===== src/rtl/constant_velocity_kalman_filter_unit_assert.svh =====
// ---------------------------------------------------------------------------
// Assertion macros
// Shared concurrent assertion forms for the Kalman filter unit.
// ---------------------------------------------------------------------------
`ifndef CONSTANT_VELOCITY_KALMAN_FILTER_UNIT_ASSERT_SVH
`define CONSTANT_VELOCITY_KALMAN_FILTER_UNIT_ASSERT_SVH

// same-cycle implication
`define CVKF_ASSERT_IMPL(lbl, clk, rstn, ante, cons, msg) \
  lbl: assert property (@(posedge clk) disable iff (!rstn) (ante) |-> (cons)) else $error(msg);

// next-cycle implication
`define CVKF_ASSERT_NEXT(lbl, clk, rstn, ante, cons, msg) \
  lbl: assert property (@(posedge clk) disable iff (!rstn) (ante) |=> (cons)) else $error(msg);

`endif


===== src/rtl/cvkf_pkg.sv =====
// ---------------------------------------------------------------------------
// cvkf_pkg
// Types and constants shared by the Kalman filter unit and its lanes.
// ---------------------------------------------------------------------------
package cvkf_pkg;

  localparam int unsigned STATE_DIM = 4;
  localparam int unsigned WORD_W    = 32;
  localparam int unsigned CFG_W     = 31;
  localparam int unsigned CMD_W     = 2;
  localparam int unsigned CFG_IDX_W = 2;

  localparam logic [CMD_W-1:0] CMD_RESTART = 2'd0;
  localparam logic [CMD_W-1:0] CMD_PREDICT = 2'd1;
  localparam logic [CMD_W-1:0] CMD_UPDATE  = 2'd2;

  localparam logic [CFG_IDX_W-1:0] CFG_TIME_STEP = 2'd0;
  localparam logic [CFG_IDX_W-1:0] CFG_INIT_VAR  = 2'd1;
  localparam logic [CFG_IDX_W-1:0] CFG_NOISE     = 2'd2;

  typedef logic signed [WORD_W-1:0] word_t;

  typedef struct packed {
    logic              done;
    logic              sat;
    logic [WORD_W-1:0] quo;
  } div_res_t;

endpackage


===== src/rtl/cvkf_mac_lane.sv =====
// ---------------------------------------------------------------------------
// cvkf_mac_lane
// One product lane: registered multiply, then round half up to fixed point.
// ---------------------------------------------------------------------------
module cvkf_mac_lane #(
  parameter int unsigned FRAC_BITS = 16
) (
  input  logic                                          clk_i,
  input  cvkf_pkg::word_t                               a_i,
  input  cvkf_pkg::word_t                               b_i,
  output logic signed [2*cvkf_pkg::WORD_W-FRAC_BITS-1:0] term_o
);
  import cvkf_pkg::*;

  localparam int unsigned PW = 2 * WORD_W;
  localparam int unsigned TW = PW - FRAC_BITS;
  localparam logic signed [PW-1:0] HALF = PW'(1) << (FRAC_BITS - 1);

  logic signed [PW-1:0] prod_q;
  logic signed [PW-1:0] rnd;
  logic signed [PW-1:0] shf;
  logic signed [TW-1:0] term_q;

  assign rnd = prod_q + HALF;
  assign shf = rnd >>> FRAC_BITS;

  always_ff @(posedge clk_i) begin
    prod_q <= PW'(a_i) * PW'(b_i);
    term_q <= shf[TW-1:0];
  end

  assign term_o = term_q;

endmodule


===== config.mk =====
export PLATFORM = sky130hd
export DESIGN_NAME = cvkf_mac_lane
export DESIGN_NICKNAME = d
export VERILOG_FILES = /design/src/rtl/constant_velocity_kalman_filter_unit_assert.svh /design/src/rtl/cvkf_pkg.sv /design/src/rtl/cvkf_mac_lane.sv
export SDC_FILE = /design/constraint.sdc
export NUM_CORES = 2
export LEC_CHECK = 0
export ABC_AREA = 1
export CAP_MARGIN = 20
export CORE_ASPECT_RATIO = 1.1
export CORE_UTILIZATION = 67
export CTS_CLUSTER_SIZE = 40
export DETAILED_ROUTE_END_ITERATION = 8
export DONT_BUFFER_PORTS = 1
export PLACE_DENSITY = 0.82
export SYNTH_ARGS = -nofsm -noshare
export SYNTH_HDL_FRONTEND = slang
export SYNTH_SLANG_ARGS = --single-unit

===== constraint.sdc =====
create_clock -name clk_i -period 10.8 [get_ports clk_i]
set_input_delay 2.7 -clock clk_i [delete_from_list [all_inputs] [get_ports clk_i]]
set_output_delay 2.7 -clock clk_i [all_outputs]
set_load 0.005 [all_outputs]

==> summary.md <==
| Metric | Value |
|---|---|
| Main area contributors after synthesis | fa_1 52%, inv_1 15%, nand2_1 13%, ha_1 5.5%, dfxtp_1 4.7% |
| Pins over their slew limit | 0 |
| Worst skew pair latency | around 0.35 ns |
| I/O Buffers | 0 |
| Hold Path Class | reg -> reg |
| Synth warn | 0 |
| Synth unique cells | 36 |
| Mean post-synth cell area | a little under 8 um2 |
| Die Height | ~260 um |
| Final setup margin | 1.19 ns |
| GRT Overall Usage | 0.368 |
| MaxCap Viol Count | 0 |
| Commonest cells in the netlist | 1703 x inv_1, 1464 x nand2_1, 1081 x fa_1 |
| Final hold vios | 0 |
| Resized cells post-CTS | 0 |
| DR WL met2 | 54.0 mm |
| F_max | around 100 MHz |
| Hold path depth | 1 |
| Fin Setup TNS | 0 ns |
| Final ANT Viol Nets | 0 |
| Number of synthesized flops with an enable pin | 0 |
| First-pass GRT wire length | 180 mm |
| Reg-to-Reg Start | prod_q[15]$_DFF_P_ |
| R2R Setup Slk | 8.83 ns |
| Post-synth top flop | dfxtp_1 |
| Async set-reset flop share out of synthesis | 0 |
| Initial antenna violation count | 0 |
| Post-synthesis sequential area ratio | 0.0468 |
| Critical path required time | ~11 ns |
| GPL Wtd Cong | just over 1 |
| Crit path largest cell delay | roughly 0.9 ns |
| CTS tree | built |
| Starting DRT DRC Count | roughly 2.3k |
| WS Path Type | in -> reg |
| Top-count cell post-synth | inv_1 |
| Critical Path AT | between 9 and 10 ns |
| Diode count | 0 |
| Vias in the first global route | about 36k |
| Routed length on met1 | between 30 and 40 mm |
| Row cnt | 95 |
| Area of the multi-input gates | ~0.032 mm2 |
| # IOs | roughly 110 |
| Yosys reg bits | a little under 100 |
| Drt pass-1 iters | 8 |
| Slowest stage cell, crit path | fa_1 |
| FF/Latch Area | around 0.0019 mm2 |
| Status | finished clean |
| Cells after Synth | around 5.3k |
| Fill count | 4967 |
| # clock sinks | 97 |
| Setup Fix Bufs, Post-CTS | 0 |
| Area share of the largest cell type after synthesis | 0.521 |
| # hold bufs at CTS | 0 |
| RSZ-0062 raised after global routing | false |
| Layout area overhead | 1.54% |
| Remaining DRCs | 0 |
| CP endpoint kind | register |
| Hold_sp | prod_q[63]$_DFF_P_ |
| Syn_nets | 6611 |
| Die area | about 0.063 mm2 |
| Worst-path clk slew | around 0.080 ns |
| Reg2reg end | term_o[33]$_DFF_P_ |
| Routed wire length per instance | about 18 um |
| Layout cells sized above 1 | 0.00998 |
| Top Layer Used | met4 |
| Period Utilization, post-route | 0.890 |
| Number of CTS-inserted buffers | 9 |
| Routed wl met3 | about 8.3 mm |
| Skew final | between 0.009 and 0.01 ns |
| Die X | 239 um |
| DR vias | 32.0k |
| Initial Util | 0.678 |
| Crit path launch type | input pin |
| Synth Cell Area | 0.0415 mm2 |
| Normalized max-slew margin | 0.563 |
| Layout Nets | roughly 6.4k |
| Area of the core | around 0.06 mm2 |
| Post-DP HPWL | roughly 90 mm |
| Least-Margin Pin Slew | 0.654 ns |
| Area leader, netlist | fa_1 |
| Final setup vio count | 0 |
| Largest net degree at the start of global routing | 33 |
| CTS Buffer Depth | 2 |
| Hold endpoint | term_o[47]$_DFF_P_ |
| Root buffer cell | clkbuf_16 |
| Post-place setup slack | 0.807 ns |
| Final min period | 9.61 ns |
| Htree depth | 3 |
| Worst r2r path cells | 9 |
| Via/cell ratio | about 5.4 |
| Total grt overflow | 0 |
| CP max FO | 32 |
| Routed WL | between 100 and 150 mm |
cells in the final DEF (no fill, tap or decap), drive strengths merged:
cell / n
nand3: 75
nor3: 32
nand3b: 5
o21a: 1
dfxtp: 97
nor4: 16
or2: 8
clkbuf: 9
and2: 1
xnor2: 21
ha: 181
and3: 1
nand2: 1467
o21ai: 41
buf: 3
nor2: 191
a21o: 2
nand4: 20
clkinv: 6
a21oi: 78
o21bai: 4
nor3b: 1
xor2: 55
inv: 1714
nor4b: 1
fa: 1081
metal layers:
layer,vias up,GRT usage
met3,439,0.0506
met1,15900,0.448
met5,-,0
met2,1560,0.634
met4,0,0.196
li1,14100,-
logic make-up after synthesis:
group / share of synthesized area
compound gates: 0.0156
simple gates: 0.173
xor+xnor: 0.0160
flops: 0.0468
fa+ha+maj: 0.576
buf+inv: 0.172
metrics by stage:
stage	hold slack [ns]	utilization	instance area [um2]	cells
after detailed placement	0.456	0.683	41800	5919
after CTS	0.477	0.688	42100	5935
after floorplan	0.413	-	41500	5284
after global placement	0.468	0.683	41800	5919
after global routing	0.498	0.688	42100	5935
final	0.465	0.688	42100	5935
sequential cells by signal, indices dropped and copies added, names as in the netlist:
name	cells
prod_q	49
term_o	48
how the worst max path moves through the flow:
stage | startpoint | end | slack, ns
finish | b_i[5] | prod_q[51]$_DFF_P_ | 1.19
detailed placement | a_i[31] | prod_q[51]$_DFF_P_ | 0.81
global placement | a_i[31] | prod_q[51]$_DFF_P_ | 0.95
global route | a_i[31] | prod_q[51]$_DFF_P_ | 0.67
CTS | a_i[31] | prod_q[51]$_DFF_P_ | 1.19
floorplan | a_i[31] | prod_q[51]$_DFF_P_ | 1.34
critical path, delay by kind of cell:
family	cells	cell delay, ns
buffers and inverters	9	1.22
and+or+nand+nor	8	1.15
adders and majority gates	9	4.76
layout make-up:
class	instances	share of cell area
clock buffers	9	0.00534
well taps	824	0.0245
clock inverters	7	0.00193
inverters	1713	0.153
flip-flops and latches	97	0.0461
repair buffers	3	0.000534
multi-input cells	3282	0.769
Power is not shown: default switching activity piles up to over one toggle a cycle in this logic, so the estimate is an artifact.
