**config.mk**
```make
export PLATFORM = sky130hd
export DESIGN_NAME = cvkf_div_lane
export DESIGN_NICKNAME = d
export VERILOG_FILES = /design/src/rtl/constant_velocity_kalman_filter_unit_assert.svh /design/src/rtl/cvkf_pkg.sv /design/src/rtl/cvkf_div_lane.sv
export SDC_FILE = /design/constraint.sdc
export NUM_CORES = 1
export LEC_CHECK = 0
export BUFFER_PORTS_ARGS = -buffer_cell sky130_fd_sc_hd__buf_2
export CORE_MARGIN = 8
export CORE_UTILIZATION = 25
export CTS_CLUSTER_DIAMETER = 50
export CTS_CLUSTER_SIZE = 25
export DETAILED_ROUTE_END_ITERATION = 16
export PLACE_DENSITY = 0.38
export SYNTH_ARGS = -nofsm -noshare
export SYNTH_HDL_FRONTEND = slang
export SYNTH_SLANG_ARGS = --single-unit
```
**constraint.sdc**
```tcl
create_clock -name clk_i -period 2.8 [get_ports clk_i]
set_clock_uncertainty 0.1 [all_clocks]
set_input_delay 0 -clock clk_i [delete_from_list [all_inputs] [get_ports clk_i]]
set_output_delay 0 -clock clk_i [all_outputs]
set_load 0.02 [all_outputs]
```
**src/rtl/constant_velocity_kalman_filter_unit_assert.svh**
```systemverilog
// ---------------------------------------------------------------------------
// Assertion macros
// Shared concurrent assertion forms for the Kalman filter unit.
// ---------------------------------------------------------------------------
`ifndef CONSTANT_VELOCITY_KALMAN_FILTER_UNIT_ASSERT_SVH
`define CONSTANT_VELOCITY_KALMAN_FILTER_UNIT_ASSERT_SVH

// same-cycle implication
`define CVKF_ASSERT_IMPL(lbl, clk, rstn, ante, cons, msg) \
  lbl: assert property (@(posedge clk) disable iff (!rstn) (ante) |-> (cons)) else $error(msg);

// next-cycle implication
`define CVKF_ASSERT_NEXT(lbl, clk, rstn, ante, cons, msg) \
  lbl: assert property (@(posedge clk) disable iff (!rstn) (ante) |=> (cons)) else $error(msg);

`endif

```
**src/rtl/cvkf_pkg.sv**
```systemverilog
// ---------------------------------------------------------------------------
// cvkf_pkg
// Types and constants shared by the Kalman filter unit and its lanes.
// ---------------------------------------------------------------------------
package cvkf_pkg;

  localparam int unsigned STATE_DIM = 4;
  localparam int unsigned WORD_W    = 32;
  localparam int unsigned CFG_W     = 31;
  localparam int unsigned CMD_W     = 2;
  localparam int unsigned CFG_IDX_W = 2;

  localparam logic [CMD_W-1:0] CMD_RESTART = 2'd0;
  localparam logic [CMD_W-1:0] CMD_PREDICT = 2'd1;
  localparam logic [CMD_W-1:0] CMD_UPDATE  = 2'd2;

  localparam logic [CFG_IDX_W-1:0] CFG_TIME_STEP = 2'd0;
  localparam logic [CFG_IDX_W-1:0] CFG_INIT_VAR  = 2'd1;
  localparam logic [CFG_IDX_W-1:0] CFG_NOISE     = 2'd2;

  typedef logic signed [WORD_W-1:0] word_t;

  typedef struct packed {
    logic              done;
    logic              sat;
    logic [WORD_W-1:0] quo;
  } div_res_t;

endpackage

```
**src/rtl/cvkf_div_lane.sv**
```systemverilog
// ---------------------------------------------------------------------------
// cvkf_div_lane
// Fixed-point divide lane: restoring divider, one quotient bit per cycle.
// ---------------------------------------------------------------------------
module cvkf_div_lane #(
  parameter int unsigned FRAC_BITS = 16
) (
  input  logic                 clk_i,
  input  logic                 rst_ni,
  input  logic                 start_i,
  input  cvkf_pkg::word_t      numer_i,
  input  cvkf_pkg::word_t      denom_i,
  output cvkf_pkg::div_res_t   res_o
);
  import cvkf_pkg::*;

  localparam int unsigned NW = WORD_W + FRAC_BITS;
  localparam int unsigned CW = $clog2(NW + 1);

  logic [NW-1:0]     n_q, q_q;
  logic [WORD_W-1:0] den_q, rem_q;
  logic              neg_q, busy_q, done_q;
  logic [CW-1:0]     cnt_q;

  logic [WORD_W-1:0] num_mag, den_mag;
  logic [WORD_W:0]   rem_sh;
  logic              ge;
  logic [WORD_W:0]   rem_d;
  logic              pos_sat, neg_sat;

  assign num_mag = numer_i[WORD_W-1] ? WORD_W'(-numer_i) : WORD_W'(numer_i);
  assign den_mag = denom_i[WORD_W-1] ? WORD_W'(-denom_i) : WORD_W'(denom_i);
  assign rem_sh  = {rem_q, n_q[NW-1]};
  assign ge      = rem_sh >= {1'b0, den_q};
  assign rem_d   = ge ? (rem_sh - {1'b0, den_q}) : rem_sh;

  assign pos_sat = |q_q[NW-1:WORD_W-1];
  assign neg_sat = (|q_q[NW-1:WORD_W]) ||
                   (q_q[WORD_W-1] && (|q_q[WORD_W-2:0]));

  always_ff @(posedge clk_i or negedge rst_ni) begin
    if (!rst_ni) begin
      busy_q <= 1'b0;
      done_q <= 1'b0;
      cnt_q  <= '0;
    end else begin
      done_q <= 1'b0;
      if (start_i) begin
        busy_q <= 1'b1;
        cnt_q  <= CW'(NW);
      end else if (busy_q) begin
        cnt_q <= cnt_q - CW'(1);
        if (cnt_q == CW'(1)) begin
          busy_q <= 1'b0;
          done_q <= 1'b1;
        end
      end
    end
  end

  always_ff @(posedge clk_i) begin
    if (start_i) begin
      n_q   <= {num_mag, {FRAC_BITS{1'b0}}};
      q_q   <= '0;
      rem_q <= '0;
      den_q <= den_mag;
      neg_q <= numer_i[WORD_W-1] ^ denom_i[WORD_W-1];
    end else if (busy_q) begin
      n_q   <= {n_q[NW-2:0], 1'b0};
      q_q   <= {q_q[NW-2:0], ge};
      rem_q <= rem_d[WORD_W-1:0];
    end
  end

  always_comb begin
    res_o.done = done_q;
    if (neg_q) begin
      res_o.sat = neg_sat;
      res_o.quo = neg_sat ? {1'b1, {(WORD_W-1){1'b0}}} : WORD_W'(-q_q[WORD_W-1:0]);
    end else begin
      res_o.sat = pos_sat;
      res_o.quo = pos_sat ? {1'b0, {(WORD_W-1){1'b1}}} : q_q[WORD_W-1:0];
    end
  end

endmodule

```
==> results by group, run 1 <==
Floorplan
  – Effective utilization at floorplan: between 20% and 30%
  – I/O pin total: roughly 100
  – Die Wd: 215.1 µm
  – Die boundary height: between 200 and 250 µm
  – Placement row count: 73
  – DIE AREA: approximately 46000 µm²
  – Core area: ~39000 µm²

Clock tree
  – TritonCTS clock tree: done
  – Clk sinks: ~150
  – Clock-pin slew of the registers on the worst-case setup and hold paths: 0.06 ns
  – Num CTS Buffers: 17
  – Clock Tree Buf Depth: 2
  – H-tree depth: 4
  – Clock latency at the later pin of the worst-skew pair: approximately 0.44 ns
  – Master cell of the clock root buffer: sky130_fd_sc_hd__clkbuf_16

Synth
  – Synthesized area: between 9000 and 10000 µm²
  – Fraction of registers with async set or reset after synthesis: under 10%
  – Number of enable-type register cells in the synthesized netlist: between 60 and 70
  – Synth Register Bits: 153
  – Ranking of synthesized cells by instance count: sky130_fd_sc_hd__nor2_1, sky130_fd_sc_hd__nand2_1, sky130_fd_sc_hd__dfxtp_1, sky130_fd_sc_hd__o21ai_0, sky130_fd_sc_hd__a21oi_1
  – Per-instance average area after synthesis: 8.689 µm²
  – Cell type contributing the most total cell area after synthesis: sky130_fd_sc_hd__edfxtp_1
  – Number of different library cells in the post-synthesis netlist: between 70 and 80
  – Area share of the largest cell type after synthesis: between 10% and 20%
  – Synthesis warning total: 0
  – Mapped Cells: between 1000 and 1500
  – Top post-synthesis cells by area: sky130_fd_sc_hd__edfxtp_1, sky130_fd_sc_hd__dfxtp_1, sky130_fd_sc_hd__mux2i_1
  – Top-count cell post-synth: sky130_fd_sc_hd__nor2_1
  – Portion of the post-synthesis area used by sequential elements: between 30% and 40%
  – Post-synthesis net count: 1246
  – Most instantiated flip-flop cell in the synthesis netlist: sky130_fd_sc_hd__dfxtp_1

Finish
  – Layout cell share with drive strength beyond 1: between 20% and 30%
  – Antenna diode instance count: 0
  – Register area: about 3800 µm²
  – Multi-input logic area: 6691 µm²
  – Filler instances: between 4000 and 5000
  – Final #Nets: about 1600
  – Count of placed standard cells in the final layout, fillers left out: 1986
  – Area Growth Syn to Fin: 50.01%

Run status
  – Status: complete, but fails checks
  – Violations in the final reports: setup timing

Global route
  – Pin count of the biggest net entering global routing: around 110
  – Via count of the first global-routing pass: about 9500
  – Global-route usage over all layers: between 10% and 20%
  – Number of antenna violations at the first check in global routing: 0
  – First-pass GRT wire length: 51.02 mm
  – Sum of overflow across all layers after global routing: 0

STA
  – Setup slack after layout: -0.3047 ns
  – Final setup violation count: 29
  – Setup repair after global routing missed its margin: true
  – Worst Tran Pin Value: approximately 0.61 ns
  – Worst hold slack: roughly 0.039 ns
  – Max frequency: between 300 and 400 MHz
  – Final period utilization: 110.9%
  – Slew HR: ~60%
  – Clock period minus worst slack: just over 3 ns
  – Aggregate negative setup slack: -7.077 ns
  – Slew Viols, Final: 0
  – Final count of hold timing violations: 0

Worst setup path
  – Element type at the critical path end: output port
  – Delay of the slowest cell on the worst path: around 0.43 ns
  – R2R Setup Slk: -0.01 ns
  – Crit-path cells: or2_4, or4_4, nor4_4, nand4_1, a21o_1, or2_4, buf_16, o311ai_4, buf_6
  – Top fanout value on the critical path: 8
  – Crit path max-delay cell type: sky130_fd_sc_hd__or4_4
  – Family of cells with the greatest summed delay on the critical path: simple AND/OR/NAND/NOR gates
  – Most frequent cell on the critical path: sky130_fd_sc_hd__or2_4
  – Sort of element at the start of the critical path: flop
  – Crit Path Class: flop to output port
  – Data arrival time of the worst path: about 3 ns
  – Required time of the critical path: ~2.7 ns
  – Buffers & Inverters on Critical Path: 2

Detailed routing
  – Remaining antenna violation count: 0
  – Drt pass-1 iters: 5
  – WL per Instance: about 16 µm
  – Count of unresolved DRC violations after routing: 0
  – Post-Route WL: 31.72 mm
  – Iter 0 DRT Violations: between 400 and 500
  – Via density per instance: between 4 and 5
  – Total via count in the routed design: approximately 9400

Pwr
  – Power per cell area: between 800 and 900 nW/µm²
  – Peak ir drop on the vdd network: between 400 and 500 µV
  – Leak: 6.340 nW

Placement
  – Placed wire-length estimate after detailed placement: 22.69 mm
  – Input/output buffers: 100
  – Placed cell count: about 1800
  – GPL Wtd Cong: ~0.84

Run
  – Max-cap violations: 0

Worst hold path
  – Hold/Removal Path Class: primary input to flop
[tightest hold or removal path: cells and delay by family]
family / cells / cell delay (ns)
xor gates and xnor gates: 1 / 0.13
AOI/OAI and AO/OA: 1 / 0.11
buffers and inverters: 1 / 0.09
and+or+nand+nor: 1 / 0.14
[registers in the layout (all words and copies together) (netlist names)]
name / count
n_q: 32
cnt_q: 6
rem_q: 32
neg_q: 1
done_q: 1
q_q: 48
busy_q: 1
den_q: 32
[metal layers]
metal / share of wire, % / vias up / routed length, µm / GRT usage [%]
met4: 1.4 / 0 / 459 / 3.654
met5: 0 / - / 0 / 0
met1: 50 / 4466 / 15930 / 18.42
li1: - / 4787 / - / -
met2: 46 / 136 / 14510 / 21.28
met3: 2.6 / 28 / 820 / 2.542
[metrics by stage]
stage          instance area, µm²  util, %  power, mW  setup WS (ns)
6_report                    14870    37.69      12.17        -0.3047
3_5_place_dp                12370    31.35      8.537        -0.1770
3_3_place_gp                12370    31.35      8.548        -0.2320
4_1_cts                     14310    36.27      11.66        -0.3138
2_1_floorplan               10300        -      6.393       -0.07028
5_1_grt                     14870    37.69      13.00        -0.4542
[final timing paths]
check	from	to	cells past startpoint
hold reg to reg	rem_q[25]	rem_q[25]	2
setup reg to reg	den_q[10]	rem_q[15]	11
hold / removal	denom_i[8]	den_q[9]	4
min in group asynchronous	rst_ni	done_q	3
setup / recovery	q_q[14]	res_o[11]	9
max in group asynchronous	rst_ni	busy_q	3
[cells in the final DEF, fill, tap and decap left out, types with 23 or more instances in the layout]
| cell | count |
|---|---|
| sky130_fd_sc_hd__o311ai_4 | 23 |
| sky130_fd_sc_hd__buf_6 | 35 |
| sky130_fd_sc_hd__o21ai_0 | 64 |
| sky130_fd_sc_hd__nor2_1 | 137 |
| sky130_fd_sc_hd__dfxtp_1 | 75 |
| sky130_fd_sc_hd__edfxtp_1 | 65 |
| sky130_fd_sc_hd__mux2i_1 | 65 |
| sky130_fd_sc_hd__dlygate4sd3_1 | 79 |
| sky130_fd_sc_hd__xnor2_1 | 50 |
| sky130_fd_sc_hd__ha_1 | 24 |
| sky130_fd_sc_hd__buf_2 | 68 |
| sky130_fd_sc_hd__xor2_1 | 39 |
| sky130_fd_sc_hd__a21oi_1 | 62 |
| sky130_fd_sc_hd__buf_4 | 158 |
| sky130_fd_sc_hd__nand2_1 | 82 |
| sky130_fd_sc_hd__inv_1 | 55 |
[kinds of logic after synthesis]
family,count (synthesis),synth area share [%]
AO/OA/AOI/OAI,287,19.21
XOR/XNOR,89,7.862
adder cells (fa/ha/maj),38,4.871
buffers and inverters,125,4.859
flip-flops,153,37.86
multiplexers,65,6.562
AND/OR/NAND/NOR,384,18.78
[where the power goes]
group | switching [mW] | leakage, nW | internal [mW]
combinational | 3.42 | 4.68 | 3.56
sequential | 0.274 | 1.39 | 2.69
clock | 1.02 | 0.267 | 1.20
[area by class of cell]
type | instances | area share [%]
Clock buffer | 20 | 3.087
Clock inverter | 12 | 0.6057
Inverter | 60 | 1.514
Multi-Input combinational cell | 863 | 44.99
Sequential cell | 153 | 25.32
Tap cell | 525 | 4.417
Timing Repair Buffer | 353 | 20.06
[repair_timing]
| item | CTS | global route |
|---|---|---|
| hold endpoints to repair | 130 | 0 |
| hold buffers | 79 | 0 |
| gates resized for setup | 103 | 105 |
| buffers inserted | 13 | 12 |
| pin swaps | 29 | 42 |
| endpoints found under the setup margin | 60 | 71 |
| cloned | 4 | 1 |
(Power assumes the default switching activity.)
==> inputs of run 2 (changes only) <==
--- a/config.mk
+++ b/config.mk
@@ -8,10 +8,10 @@
 export BUFFER_PORTS_ARGS = -buffer_cell sky130_fd_sc_hd__buf_2
 export CORE_MARGIN = 8
 export CORE_UTILIZATION = 25
+export CTS_BUF_LIST = sky130_fd_sc_hd__clkbuf_4
 export CTS_CLUSTER_DIAMETER = 50
 export CTS_CLUSTER_SIZE = 25
 export DETAILED_ROUTE_END_ITERATION = 16
-export PLACE_DENSITY = 0.38
 export SYNTH_ARGS = -nofsm -noshare
 export SYNTH_HDL_FRONTEND = slang
 export SYNTH_SLANG_ARGS = --single-unit
==> results by group, run 2 (same netlist as run 1, synthesis figures left out) <==
Run status
  – Status: complete, but fails checks
  – Violations in the final reports: setup timing

Floorplan
  – Core area: 39460 µm² (unchanged)
  – Die Wd: 215.1 µm (unchanged)
  – Die boundary height: 215.1 µm (unchanged)
  – I/O pin total: 101 (unchanged)
  – Effective utilization at floorplan: 25.13% (unchanged)
  – Placement row count: 73 (unchanged)
  – DIE AREA: 46290 µm² (unchanged)

Pwr
  – Net switching component of the power: 4.650 mW (-1.5%)
  – Clock power frac: 11.3% (-7.0 points)
  – Register share of total power: 26.1% (+1.8 points)
  – Cell-internal power: 6.685 mW (-10%)
  – Logic pwr share: 62.5% (+5.1 points)
  – Leak: 6.235 nW (-1.6%)
  – Power per cell area: 761.3 nW/µm² (-7.0%)
  – Switching share of power: 41.02% (+2.2 points)
  – Peak ir drop on the vdd network: 294.3 µV (-38%)

Detailed routing
  – Drt pass-1 iters: 5 (unchanged)
  – Count of unresolved DRC violations after routing: 0 (unchanged)
  – Total via count in the routed design: 9720 (+3.2%)
  – Iter 0 DRT Violations: 625 (+44%)
  – Met1 wire length: 13.62 mm (-14%)
  – Routed wl met3: 1.414 mm (+72%)
  – Uppermost routed layer: met4
  – Met2 routed wirelength: 14.56 mm (+0.34%)
  – WL per Instance: 15.17 µm (-5.0%)
  – Remaining antenna violation count: 0 (unchanged)
  – Post-Route WL: 30.23 mm (-4.7%)
  – Via density per instance: 4.880 (+2.9%)

Global route
  – Pin count of the biggest net entering global routing: 83 (-22%)
  – Sum of overflow across all layers after global routing: 0 (unchanged)
  – Number of antenna violations at the first check in global routing: 1 (+1)
  – Global-route usage over all layers: 12.37% (-1.1 points)
  – First-pass GRT wire length: 47.94 mm (-6.0%)
  – Via count of the first global-routing pass: 9560 (+0.44%)

Clock tree
  – Clk sinks: 153 (unchanged)
  – Clock latency at the later pin of the worst-skew pair: 0.58 ns (+0.14 ns)
  – H-tree depth: 4 (unchanged)
  – Master cell of the clock root buffer: sky130_fd_sc_hd__clkbuf_4
  – Num CTS Buffers: 17 (unchanged)
  – Clock Tree Buf Depth: 2 (unchanged)
  – TritonCTS clock tree: done
  – Clock-pin slew of the registers on the worst-case setup and hold paths: 0.16 ns (+0.10 ns)

Run
  – Max-cap violations: 0 (unchanged)

Finish
  – Commonest cells after routing, fill and taps aside: sky130_fd_sc_hd__nor2_1, sky130_fd_sc_hd__buf_4, sky130_fd_sc_hd__dlygate4sd3_1, sky130_fd_sc_hd__nand2_1, sky130_fd_sc_hd__dfxtp_1
  – Final #Nets: 1557 (+0.26%)
  – Count of placed standard cells in the final layout, fillers left out: 1992 (+0.30%)
  – Layout cell share with drive strength beyond 1: 29.76% (-0.15 points)
  – Most common cell after layout, fill and taps aside: sky130_fd_sc_hd__nor2_1
  – Max reg flops: 48 (unchanged)
  – Top reg by flops: q_q
  – Area Growth Syn to Fin: 50.16%

STA
  – Max frequency: 307.3 MHz (-4.6%)
  – Final period utilization: 116.2% (+5.3 points)
  – Final setup violation count: 47 (+62%)
  – Setup repair after global routing missed its margin: true
  – Worst Tran Pin Value: 0.7177 ns (+0.1124 ns)
  – Aggregate negative setup slack: -12.07 ns (-4.992 ns)
  – Clock period minus worst slack: 3.254 ns (+0.1493 ns)
  – Worst hold slack: 0.1523 ns (+0.1133 ns)
  – Final count of hold timing violations: 0 (unchanged)
  – Setup slack after layout: -0.4540 ns (-0.1493 ns)
  – Slew HR: 52.15% (-7.5 points)
  – Slew Viols, Final: 0 (unchanged)

Placement
  – Input/output buffers: 100 (unchanged)
  – Minimum setup slack after placement: -0.1155 ns (+0.06148 ns)
  – Placed cell count: 1815 (-1.8%)
  – Placed wire-length estimate after detailed placement: 20.39 mm (-10%)
  – GPL Wtd Cong: 0.9219 (+9.2%)

Worst hold path
  – Hold/Removal Path Class: primary input to flop

Worst setup path
  – Data arrival time of the worst path: 3.15 ns (+0.15 ns)
  – Element type at the critical path end: output port
  – Family of cells with the greatest summed delay on the critical path: simple AND/OR/NAND/NOR gates
  – Most frequent cell on the critical path: sky130_fd_sc_hd__or2_4
  – Crit path max-delay cell type: sky130_fd_sc_hd__or4_4
  – Buffers & Inverters on Critical Path: 2 (unchanged)
  – Delay of the slowest cell on the worst path: 0.43 ns (about the same)
  – Crit-path cells: or2_4, or4_4, nor4_4, nand4_1, a21o_1, or2_4, buf_4, o311ai_4, buf_6
  – Required time of the critical path: 2.70 ns (about the same)
  – Top fanout value on the critical path: 5 (-3)
  – Sort of element at the start of the critical path: flop
  – Crit Path Class: flop to output port
-- run 2: path summary, 6_finish.rpt --
check | from | to | slack [ns] | cells past startpoint
min in group asynchronous | rst_ni | cnt_q[0] | 0.32 | 3
max in group asynchronous | rst_ni | busy_q | 1.97 | 3
worst max register to register | den_q[4] | rem_q[3] | -0.08 | 11
worst min register to register | rem_q[12] | rem_q[12] | 0.39 | 2
worst min-delay path | denom_i[0] | den_q[0] | 0.15 | 3
worst max-delay path | q_q[14] | res_o[3] | -0.45 | 9
-- run 2: power groups by stage --
stage / Clock [mW] / Sequential (mW) / Combinational (mW)
floorplan: 0 / 2.90 / 3.50
global placement: 0 / 2.97 / 5.10
detailed placement: 0 / 2.97 / 5.15
CTS: 1.37 / 2.93 / 5.87
global route: 1.47 / 3.01 / 7.61
finish: 1.28 / 2.96 / 7.09
-- run 2: tightest hold or removal path: stages --
cell                            delay (ns)
sky130_fd_sc_hd__dlygate4sd3_1        0.52
sky130_fd_sc_hd__buf_2                0.10
sky130_fd_sc_hd__buf_4                0.11
-- run 2: per-stage QoR --
| step | util [%] | instance area [µm²] | total power, mW |
|---|---|---|---|
| 4_1_cts | 35.53 | 14020 | 10.16 |
| 3_5_place_dp | 30.70 | 12110 | 8.117 |
| 2_1_floorplan | - | 10300 | 6.393 |
| 6_report | 37.73 | 14890 | 11.33 |
| 5_1_grt | 37.73 | 14890 | 12.09 |
| 3_3_place_gp | 30.70 | 12110 | 8.065 |
-- run 2: layout make-up --
| type | instances | area, µm² |
|---|---|---|
| Antenna cell | 2 | 5.005 |
| Clock buffer | 17 | 127.6 |
| Clock inverter | 15 | 115.1 |
| Fill cell | 3924 | 24570 |
| Inverter | 60 | 227.7 |
| Multi-Input combinational cell | 863 | 6838 |
| Sequential cell | 153 | 3767 |
| Tap cell | 525 | 656.9 |
| Timing Repair Buffer | 357 | 3151 |
-- run 2: timing repair --
action | 4_1_cts | 5_1_grt
endpoints found under the setup margin | 49 | 73
pin swaps | 19 | 63
hold buffers | 104 | 0
setup buffers | 13 | 24
hold endpoints to repair | 103 | 0
resized for setup | 115 | 132
cloned | 3 | 3
-- run 2: layer usage --
| layer | GRT usage [%] | up-vias |
|---|---|---|
| met4 | 4.448 | 0 |
| met1 | 15.29 | 4642 |
| met2 | 20.54 | 250 |
| met3 | 3.202 | 44 |
| met5 | 0 | - |
| li1 | - | 4784 |
==> inputs of run 3 (changes only) <==
--- a/config.mk
+++ b/config.mk
@@ -5,13 +5,14 @@
 export SDC_FILE = /design/constraint.sdc
 export NUM_CORES = 1
 export LEC_CHECK = 0
-export BUFFER_PORTS_ARGS = -buffer_cell sky130_fd_sc_hd__buf_2
+export ABC_AREA = 1
 export CORE_MARGIN = 8
 export CORE_UTILIZATION = 25
 export CTS_BUF_LIST = sky130_fd_sc_hd__clkbuf_4
 export CTS_CLUSTER_DIAMETER = 50
 export CTS_CLUSTER_SIZE = 25
 export DETAILED_ROUTE_END_ITERATION = 16
+export DONT_BUFFER_PORTS = 1
 export SYNTH_ARGS = -nofsm -noshare
 export SYNTH_HDL_FRONTEND = slang
 export SYNTH_SLANG_ARGS = --single-unit
==> results by group, run 3 <==
Run status
  – Status: complete, no violations

Placement
  – Placed cell count: 2219 (+22%)
  – Post-Place Cell Area: 11830 µm² (-2.4%)
  – GPL Wtd Cong: 0.9540 (+3.5%)
  – Input/output buffers: 0 (-100%)
  – Placed wire-length estimate after detailed placement: 24.52 mm (+20%)
  – Minimum setup slack after placement: 0.2419 ns (+0.3574 ns)

Detailed routing
  – Count of unresolved DRC violations after routing: 0 (unchanged)
  – WL per Instance: 14.19 µm (-6.5%)
  – Via density per instance: 4.599 (-5.8%)
  – Post-Route WL: 33.95 mm (+12%)
  – Remaining antenna violation count: 0 (unchanged)
  – Total via count in the routed design: 11010 (+13%)
  – Drt pass-1 iters: 7 (+2)
  – Iter 0 DRT Violations: 621 (-0.64%)

STA
  – Worst Tran Pin Value: 1.042 ns (+0.3245 ns)
  – Slew Viols, Final: 0 (unchanged)
  – Final period utilization: 96.32% (-20 points)
  – Max frequency: 370.8 MHz (+21%)
  – Final count of hold timing violations: 0 (unchanged)
  – Clock period minus worst slack: 2.697 ns (-0.5572 ns)
  – Setup repair after global routing missed its margin: true
  – Setup slack after layout: 0.1032 ns (+0.5572 ns)
  – Final setup violation count: 0 (-100%)
  – Slew HR: 30.52% (-22 points)

Worst setup path
  – Crit Path Class: primary input to flop
  – Crit-path cells: dlygate4sd3_1, inv_1, ha_1, inv_1, nor3_2, inv_1, nor2_2, nand3_1, nand2_2, nand3_1, dlygate4sd3_1, a31oi_1, dlygate4sd3_1
  – Data arrival time of the worst path: 3.08 ns (-0.07 ns)
  – R2r worst-path depth: 15 (+4)
  – Element type at the critical path end: flop
  – Required time of the critical path: 3.18 ns (+0.48 ns)
  – Sort of element at the start of the critical path: primary input
  – Delay of the slowest cell on the worst path: 0.58 ns (+0.15 ns)
  – Crit path max-delay cell type: sky130_fd_sc_hd__dlygate4sd3_1
  – Top fanout value on the critical path: 9 (+4)

Synth
  – Compound-cell area share of the yosys netlist: 11.03% (-8.2 points)
  – Synthesis warning total: 0 (unchanged)
  – Ranking of synthesized cells by instance count: sky130_fd_sc_hd__nand2_1, sky130_fd_sc_hd__inv_1, sky130_fd_sc_hd__nand3_1
  – Number of enable-type register cells in the synthesized netlist: 65 (unchanged)
  – Area share of the largest cell type after synthesis: 17.50% (-2.2 points)
  – Synth Register Bits: 153 (unchanged)
  – Synthesized area: 11150 µm² (+12%)
  – Fraction of the mapped netlist area in simple logic gates: 32.31% (+14 points)
  – Combinational family with the most area after synthesis: simple AND/OR/NAND/NOR gates
  – Top-count cell post-synth: sky130_fd_sc_hd__nand2_1
  – Post-synthesis net count: 1754 (+41%)
  – Fraction of registers with async set or reset after synthesis: 5.229% (unchanged)
  – XOR/XNOR share of the synthesized area: 6.753% (-1.1 points)
  – Mapped Cells: 1649 (+45%)
  – Portion of the post-synthesis area used by sequential elements: 33.65% (-4.2 points)
  – Adder-Cell Fraction of Synth Area: 4.330% (-0.54 points)
  – Per-instance average area after synthesis: 6.764 µm² (-22%)
  – Share of synthesized area spent on multiplexers: 0% (-6.6 points)
  – Cell type contributing the most total cell area after synthesis: sky130_fd_sc_hd__edfxtp_1
  – Top post-synthesis cells by area: sky130_fd_sc_hd__edfxtp_1, sky130_fd_sc_hd__nand2_1, sky130_fd_sc_hd__dfxtp_1
  – Most instantiated flip-flop cell in the synthesis netlist: sky130_fd_sc_hd__dfxtp_1
  – Number of different library cells in the post-synthesis netlist: 42 (-41%)

Clock tree
  – Clock-pin slew of the registers on the worst-case setup and hold paths: 0.14 ns (-0.02 ns)
  – Clk sinks: 153 (unchanged)
  – TritonCTS clock tree: done
  – Clock Tree Buf Depth: 2 (unchanged)
  – Num CTS Buffers: 17 (unchanged)
  – Master cell of the clock root buffer: sky130_fd_sc_hd__clkbuf_4
  – Clock latency at the later pin of the worst-skew pair: 0.62 ns (+0.04 ns)
  – H-tree depth: 4 (unchanged)

Global route
  – Global-route usage over all layers: 13.23% (+0.86 points)
  – Sum of overflow across all layers after global routing: 0 (unchanged)
  – Via count of the first global-routing pass: 10710 (+12%)
  – Pin count of the biggest net entering global routing: 61 (-27%)
  – First-pass GRT wire length: 55.08 mm (+15%)
  – Number of antenna violations at the first check in global routing: 2 (+1)

Pwr
  – Peak ir drop on the vdd network: 297.4 µV (+1.0%)
  – Leak: 6.445 nW (+3.4%)
  – Power after layout: 10.00 mW (-12%)
  – Power per cell area: 732.0 nW/µm² (-3.8%)

Floorplan
  – Die Wd: 227.2 µm (+5.6%)
  – Placement row count: 77 (+5.5%)
  – Die boundary height: 227.2 µm (+5.6%)
  – Core area: 44120 µm² (+12%)
  – Effective utilization at floorplan: 25.28% (+0.15 points)
  – DIE AREA: 51630 µm² (+12%)
  – I/O pin total: 101 (unchanged)

Run
  – Max-cap violations: 0 (unchanged)

Finish
  – Final #Nets: 1891 (+21%)
  – Commonest cells after routing, fill and taps aside: sky130_fd_sc_hd__nand2_1, sky130_fd_sc_hd__inv_1, sky130_fd_sc_hd__dlygate4sd3_1, sky130_fd_sc_hd__nand3_1, sky130_fd_sc_hd__nor2_1
  – Top reg by flops: q_q
  – Area Growth Syn to Fin: 22.53%
  – Post-route standard cell area excluding fillers: 13670 µm² (-8.2%)
  – Max reg flops: 48 (unchanged)
  – Layout cell share with drive strength beyond 1: 8.171% (-22 points)
  – Count of placed standard cells in the final layout, fillers left out: 2393 (+20%)
  – Most common cell after layout, fill and taps aside: sky130_fd_sc_hd__nand2_1

Worst hold path
  – Instance count along the most critical hold path: 4 (+1)
  – Hold/Removal Path Class: primary input to flop
[run 3: final timing paths]
| check | slack, ns | start | endpoint |
|---|---|---|---|
| min in group asynchronous | 0.17 | rst_ni | done_q |
| worst min-delay path | 0.1 | denom_i[31] | den_q[27] |
| max in group asynchronous | 2.13 | rst_ni | busy_q |
| worst max-delay path | 0.10 | numer_i[0] | n_q[34] |
| worst max register to register | 0.38 | den_q[23] | rem_q[31] |
| worst min register to register | 0.38 | q_q[41] | q_q[42] |
[run 3: routing by layer]
metal | GRT usage, % | up-vias | wire length, µm
li1 | - | 5581 | -
met1 | 16.62 | 5079 | 15400
met2 | 22.04 | 289 | 15920
met3 | 2.164 | 56 | 1520
met4 | 6.064 | 0 | 1101
met5 | 0 | - | 0
[run 3: logic make-up (layout without fill, tap and decap cells)]
| logic type | after synthesis | after routing |
|---|---|---|
| simple gates | 827 | 827 |
| other cells | 0 | 2 |
| xor+xnor | 86 | 86 |
| flops | 153 | 153 |
| fa+ha+maj | 38 | 38 |
| compound gates | 213 | 213 |
| buf+inv | 332 | 482 |
[run 3: stage by stage]
step,hold WS (ns),utilization (%),setup TNS (ns)
after detailed placement,-0.3953,26.81,0
final,0.09635,30.97,0
after CTS,0.02428,30.67,0
after floorplan,-0.3956,-,0
after global routing,0.07041,30.97,-0.003231
after global placement,-0.3952,26.81,0
[run 3: critical path, delay by kind of cell]
family	cells	cell delay, ns
compound gates	1	0.19
simple gates	5	0.77
buf+inv	6	1.97
fa+ha+maj	1	0.15
[run 3: report_power, final]
group	leakage (nW)	total [mW]	switching (mW)	internal (mW)
Clock	0.163	1.44	0.864	0.574
Combinational	4.87	5.65	3.58	2.08
Sequential	1.42	2.91	0.208	2.70
[run 3: area by class of cell]
| type | count | area [µm²] |
|---|---|---|
| fillers | 4835 | 30460 |
| well taps | 592 | 740.7 |
| clock buffers | 21 | 157.7 |
| diodes | 2 | 5.005 |
| clock inverters | 11 | 121.4 |
| repair buffers | 164 | 1609 |
| flip-flops and latches | 153 | 3755 |
| multi-input cells | 1164 | 6180 |
| repair inverters | 2 | 17.52 |
| inverters | 284 | 1080 |
[run 3: what timing repair did]
action | CTS | global route
resized for setup | 19 | 17
endpoints found under the setup margin | 26 | 29
pin swaps | 2 | 4
hold endpoints to repair | 160 | 0
hold buffers | 133 | 0
gates cloned | 0 | 2
setup buffers | 2 | 3
